**config.mk**
```make
export PLATFORM = sky130hd
export DESIGN_NAME = i8tm_dot
export DESIGN_NICKNAME = d
export VERILOG_FILES = /design/src/design/i8tm_pkg.sv /design/src/design/i8tm_dot.sv
export SDC_FILE = /design/constraint.sdc
export NUM_CORES = 1
export LEC_CHECK = 0
export BUFFER_PORTS_ARGS = -buffer_cell sky130_fd_sc_hd__buf_2
export CORE_AREA = 2 2 205 156
export DETAILED_ROUTE_END_ITERATION = 12
export DIE_AREA = 0 0 207 158
export PLACE_DENSITY = 0.95
export RECOVER_POWER = 100
export SLEW_MARGIN = 20
export SYNTH_ARGS = -nofsm -noshare
export SYNTH_HDL_FRONTEND = slang
export SYNTH_SLANG_ARGS = --single-unit
```
**constraint.sdc**
```tcl
create_clock -name vclk -period 11.7
set_input_delay 0.585 -clock vclk [all_inputs]
set_output_delay 0.585 -clock vclk [all_outputs]
set_load 0.01 [all_outputs]
```
**src/design/i8tm_pkg.sv**
```systemverilog
// ----------------------------------------------------------------------------
// i8tm_pkg
// field widths, command kinds and register codes of the int8 tile unit
// ----------------------------------------------------------------------------
package i8tm_pkg;

	localparam int KIND_W  = 3;
	localparam int TILE_W  = 3;
	localparam int ROW_W   = 4;
	localparam int WORD_W  = 3;
	localparam int DATA_W  = 64;
	localparam int MASK_W  = 8;

	localparam int ROWS_CFG_W  = 40;
	localparam int BYTES_CFG_W = 56;
	localparam int START_W     = 4;
	localparam int ROWS_FLD_W  = 5;
	localparam int BYTES_FLD_W = 7;

	localparam int PADDR_W = 5;
	localparam int PDATA_W = 64;

	localparam logic [KIND_W-1:0] KIND_CLEAR_ALL = 3'd0;
	localparam logic [KIND_W-1:0] KIND_ZERO_TILE = 3'd1;
	localparam logic [KIND_W-1:0] KIND_LOAD      = 3'd2;
	localparam logic [KIND_W-1:0] KIND_READ      = 3'd3;
	localparam logic [KIND_W-1:0] KIND_MUL       = 3'd4;

	localparam logic [1:0] REG_TILE_ROWS  = 2'd0;
	localparam logic [1:0] REG_ROW_BYTES  = 2'd1;
	localparam logic [1:0] REG_START_ROW  = 2'd2;

endpackage

```
**src/design/i8tm_dot.sv**
```systemverilog
// ----------------------------------------------------------------------------
// i8tm_dot
// two four-byte dot products, unsigned bytes of a times signed bytes of b
// ----------------------------------------------------------------------------
module i8tm_dot (
	input  logic [31:0]                   a_grp,
	input  logic [i8tm_pkg::DATA_W-1:0]   b_word,
	output logic [31:0]                   dot_lo,
	output logic [31:0]                   dot_hi
);

	logic signed [16:0] prod_lo [4];
	logic signed [16:0] prod_hi [4];
	logic signed [18:0] sum_lo;
	logic signed [18:0] sum_hi;

	always_comb begin
		for (int j = 0; j < 4; j++) begin
			prod_lo[j] = 17'($signed({1'b0, a_grp[8*j +: 8]})) *
				17'($signed(b_word[8*j +: 8]));
			prod_hi[j] = 17'($signed({1'b0, a_grp[8*j +: 8]})) *
				17'($signed(b_word[32 + 8*j +: 8]));
		end
		sum_lo = 19'(prod_lo[0]) + 19'(prod_lo[1]) + 19'(prod_lo[2]) + 19'(prod_lo[3]);
		sum_hi = 19'(prod_hi[0]) + 19'(prod_hi[1]) + 19'(prod_hi[2]) + 19'(prod_hi[3]);
	end

	assign dot_lo = 32'(sum_lo);
	assign dot_hi = 32'(sum_hi);

endmodule

```
==> summary.txt, run 1 <==
status = completed
port bufs = 160
Area after DPL = 0.0207 mm2
Final WS setup = 2.96 ns
number of sequential cells = 0
# setup viols final = 0
initial antenna violation count = 5
Critical Path RT = 11.12 ns
vias after detailed routing = 14700
Unique masters post-synth = 39
fill count = 2315
Top Ports = 160
Layout Nets = 3142
first-pass GRT wire length = 80100 um
sequential area share after synthesis = 0%
Avg Inst Size Synth = 9.08 um2
Critical-path top delay cell = xnor2_1
Final Cycle Share = 74.7%
Final Slew Violations = 0
layout cells sized above 1 = 4.74%
Worst-Margin Slew = 0.877 ns
crit path launch type = input port
gp weighted congestion = 0.951
max frequency = 0.114 GHz
crit path capture = dot_hi[29]
Levels on crit path = 21
vias in the first global route = 16700
register area = 0 um2
P&R area growth vs syn = 4.61%
Hold Path Class = input port to primary output
yosys warns = 0
critical path class = input port to primary output
Starting Density = 64.1%
CP Buf/Inv Count = 5
Final Instance Area = 0.0207 mm2
Rel. slew slack = 41.6%
CP Capture Type = primary output
most common cell after layout, fill and taps aside = inv_1
crit-path cells = clkbuf_1 > nand2_1 > fa_1 > inv_1 > fa_1 > inv_1 > fa_1 > fa_1 > fa_1 > fa_1 > fa_1 > fa_1 > inv_1 > ha_1 > a21oi_1 > o221ai_1 > a41oi_1 > o21ai_1 > o21ai_0 > xnor2_1 > clkbuf_1
min-delay src = b_word[32]
DR iter-0 viols = 1034
largest net degree at the start of global routing = 17
Hold Vio Cnt, Final = 0
Syn Nets = 3038
DIE AREA = 0.0327 mm2
gr usage total = 31.1%
CTS Hold Bufs = 0
Clock Buffer Count = 0
Crit path max-delay family = adder cells
FP Rows = 56
postcts setup bufs = 0
CP max FO = 16
Critical path origin = a_grp[16]
WL/cell = 18.2 um
gr ovfl total = 0
Core ar. = 0.0308 mm2
DRT antenna net count = 0
Fin Setup TNS = 0 ns
Mapped Area = 0.0198 mm2
commonest cells after routing, fill and taps aside = 694 x inv_1, 464 x fa_1, 302 x ha_1
maxcap violations = 0
Fin Hold WS = 1.70 ns
die width = 207 um
dpl ws = 3.50 ns
Avg Vias per Cell = 5.45
WL final = 48800 um
crit-path max cell delay = 0.68 ns
DP Wirelength = 43500 um
post-CTS sizing = 0
crit path DAT = 8.16 ns
RSZ-0062 raised after global routing = false
Synth Instances = 2176
DRC Markers = 0
cell mode on critical path = fa_1
Final Critical Period = 8.74 ns
die height = 158 um
Detailed Routing Iterations Pass 1 = 5
## cell families (layout without fill, tap and decap cells)
group                    count (synthesis)  count (layout)  share of synthesized area (%)
AO/OA/AOI/OAI                           63              63                           2.17
AND/OR/NAND/NOR                        553             553                           15.0
buffers and inverters                  752             854                           14.8
other                                    0               5                              0
XOR/XNOR                                42              42                           1.86
adder cells (fa/ha/maj)                766             766                           66.2
## metal layers
layer	share of wire, %	track usage (%)	up-vias
li1	-	-	6399
met1	36	36.3	7368
met2	52	57.7	685
met3	6.8	2.62	196
met4	5.8	16.8	2
met5	0.023	0	-
## cells in the mapped netlist (all sizes together), types with 6 or more instances
cell,n,area [um2]
a21oi,20,104
nand3,6,35.0
ha,302,3780
nand2b,23,144
and2,297,1860
a21o,8,60.1
inv,694,2610
nor2b,26,163
fa,464,9290
a31oi,6,37.5
o21ai,11,58.8
xnor2,30,263
clkbuf,32,120
nand2,165,619
buf,26,195
xor2,12,105
nor2,28,105
## cell type report
cell class                 count  area (um2)  area share, %
antenna                        5        12.5         0.0606
inverter                     694        2610           12.6
multi-input combinational   1424       16800           81.3
timing repair buffer         160         733           3.55
tap                          406         508           2.46
## per-stage QoR
stage               util (%)  instances
floorplan                  -       2176
global placement        67.3       2684
detailed placement      67.3       2684
CTS                     67.3       2684
global route            67.0       2687
finish                  67.0       2689
## how the worst min path moves through the flow
stage | endpoint | slack, ns | cells past startpoint
floorplan | dot_hi[0] | 1.43 | 2
global placement | dot_hi[0] | 1.70 | 4
detailed placement | dot_hi[0] | 1.70 | 4
CTS | dot_hi[0] | 1.70 | 4
global route | dot_hi[0] | 1.73 | 4
finish | dot_hi[0] | 1.70 | 4
Power of run 1 is left out: the tool's default activity adds up to more than one toggle a clock period on the data nets, which glitch-free logic cannot reach.
==> run 2: changes to the inputs <==
==> constraint.sdc (replaced) <==
create_clock -name vclk -period 8.8
set_input_delay 0.44 -clock vclk [all_inputs]
set_output_delay 0.44 -clock vclk [all_outputs]
set_load 0.01 [all_outputs]
==> run 2 against run 1 <==
Cell area is 0.15% higher. Non-clock buffer count stayed put. Global-route usage is 0.27 points higher. Highest routed layer unchanged. Routed wire length is 0.14% higher. Count of clock-buffer cells in the layout stayed put.
==> summary.txt, run 2 (synthesized netlist as in run 1, its figures left out) <==
status = completed
final core utilization = 67.1% (+0.097 points)
Hold Vio Cnt, Final = 0 (unchanged)
# setup viols final = 0 (unchanged)
dpl ws = 0.984 ns (-2.51 ns)
DP Wirelength = 43400 um (-0.20%)
commonest cells after routing, fill and taps aside = 694 x inv_1, 464 x fa_1, 302 x ha_1
Final Slew Violations = 0 (unchanged)
crit path DAT = 7.77 ns (-0.39 ns)
crit path launch type = input port
maxcap violations = 0 (unchanged)
Final Non-Filler Cells = 2688 (-0.037%)
die width = 207 um (unchanged)
Clock Buffer Count = 0 (unchanged)
register area = 0 um2 (unchanged)
Placed Instances = 2684 (unchanged)
WL/cell = 18.2 um (+0.17%)
vias in the first global route = 16700 (-0.17%)
Critical path origin = a_grp[29]
RSZ-0062 raised after global routing = false
largest net degree at the start of global routing = 17 (unchanged)
CTS Hold Bufs = 0 (unchanged)
Starting Density = 64.1% (unchanged)
Layout Nets = 3142 (unchanged)
DIE AREA = 0.0327 mm2 (unchanged)
Final Critical Period = 8.21 ns
postcts setup bufs = 0 (unchanged)
Detailed Routing Iterations Pass 1 = 5 (unchanged)
Final WS setup = 0.594 ns (-2.36 ns)
min-delay src = b_word[32]
CP Capture Type = primary output
Rel. slew slack = 39.8% (-1.7 points)
die height = 158 um (unchanged)
P&R area growth vs syn = 4.76%
Hold Path Class = input port to primary output
post-CTS sizing = 0 (unchanged)
WHS Path Cells = 4 (unchanged)
max frequency = 0.122 GHz
vias after detailed routing = 14700 (+0.0068%)
Critical Path RT = 8.36 ns (-2.76 ns)
Final Cycle Share = 93.2%
first-pass GRT wire length = 80700 um (+0.70%)
CP max FO = 16 (unchanged)
Core ar. = 0.0308 mm2 (unchanged)
DRC Markers = 0 (unchanged)
Hold EP = dot_hi[0]
gp weighted congestion = 0.952 (about the same)
FP Rows = 56 (unchanged)
gr ovfl total = 0 (unchanged)
WL final = 48900 um (+0.14%)
most common cell after layout, fill and taps aside = inv_1
layout cells sized above 1 = 5.53% (+0.79 points)
initial antenna violation count = 4 (-1)
gr usage total = 31.4% (+0.27 points)
DR iter-0 viols = 920 (-11%)
Fin Setup TNS = 0 ns (unchanged)
Worst-Margin Slew = 0.903 ns (+0.0260 ns)
DRT antenna net count = 0 (unchanged)
Top Ports = 160 (unchanged)
critical path class = input port to primary output
number of sequential cells = 0 (unchanged)
port bufs = 160 (unchanged)
Avg Vias per Cell = 5.45 (about the same)
[run 2: layer usage]
metal | wire length, um | share of wire (%) | global-route usage [%]
met5 | 15 | 0.031 | 0
met3 | 3160 | 6.5 | 3.35
met2 | 25400 | 52 | 57.6
met1 | 17500 | 36 | 36.8
met4 | 2850 | 5.8 | 16.8
[run 2: critical path, stage by stage]
cell and delay (ns):
clkbuf_1 0.64, nand2_1 0.18, fa_1 0.58, fa_1 0.45, fa_1 0.55, inv_1 0.06, fa_1 0.48, fa_1 0.58
fa_1 0.44, fa_1 0.51, inv_1 0.05, fa_1 0.48, inv_1 0.05, ha_1 0.42, a21oi_1 0.13, o21ai_0 0.34
a41oi_2 0.12, o21ai_1 0.17, o21ai_0 0.19, xnor2_1 0.62, buf_2 0.25
[run 2: through the flow]
step / instance area, um2 / hold slack, ns
2_1_floorplan: 19800 / 1.14
3_3_place_gp: 20700 / 1.41
3_5_place_dp: 20700 / 1.41
4_1_cts: 20700 / 1.41
5_1_grt: 20700 / 1.44
6_report: 20700 / 1.41
[run 2: layout make-up]
| cell class | instances | area, um2 |
|---|---|---|
| Multi-Input combinational cell | 1424 | 16800 |
| Fill cell | 2286 | 10100 |
| Inverter | 694 | 2610 |
| Timing Repair Buffer | 160 | 753 |
| Tap cell | 406 | 508 |
| Antenna cell | 4 | 10.0 |
[run 2: worst max path at each step]
stage / end / slack, ns / depth (start not counted)
after floorplan: dot_hi[19] / 1.42 / 23
after global placement: dot_hi[30] / 1.16 / 22
after detailed placement: dot_hi[25] / 0.98 / 20
after CTS: dot_hi[29] / 0.97 / 20
after global routing: dot_hi[25] / 0.32 / 20
final: dot_hi[25] / 0.59 / 21
Power of run 2 is left out for the same reason.
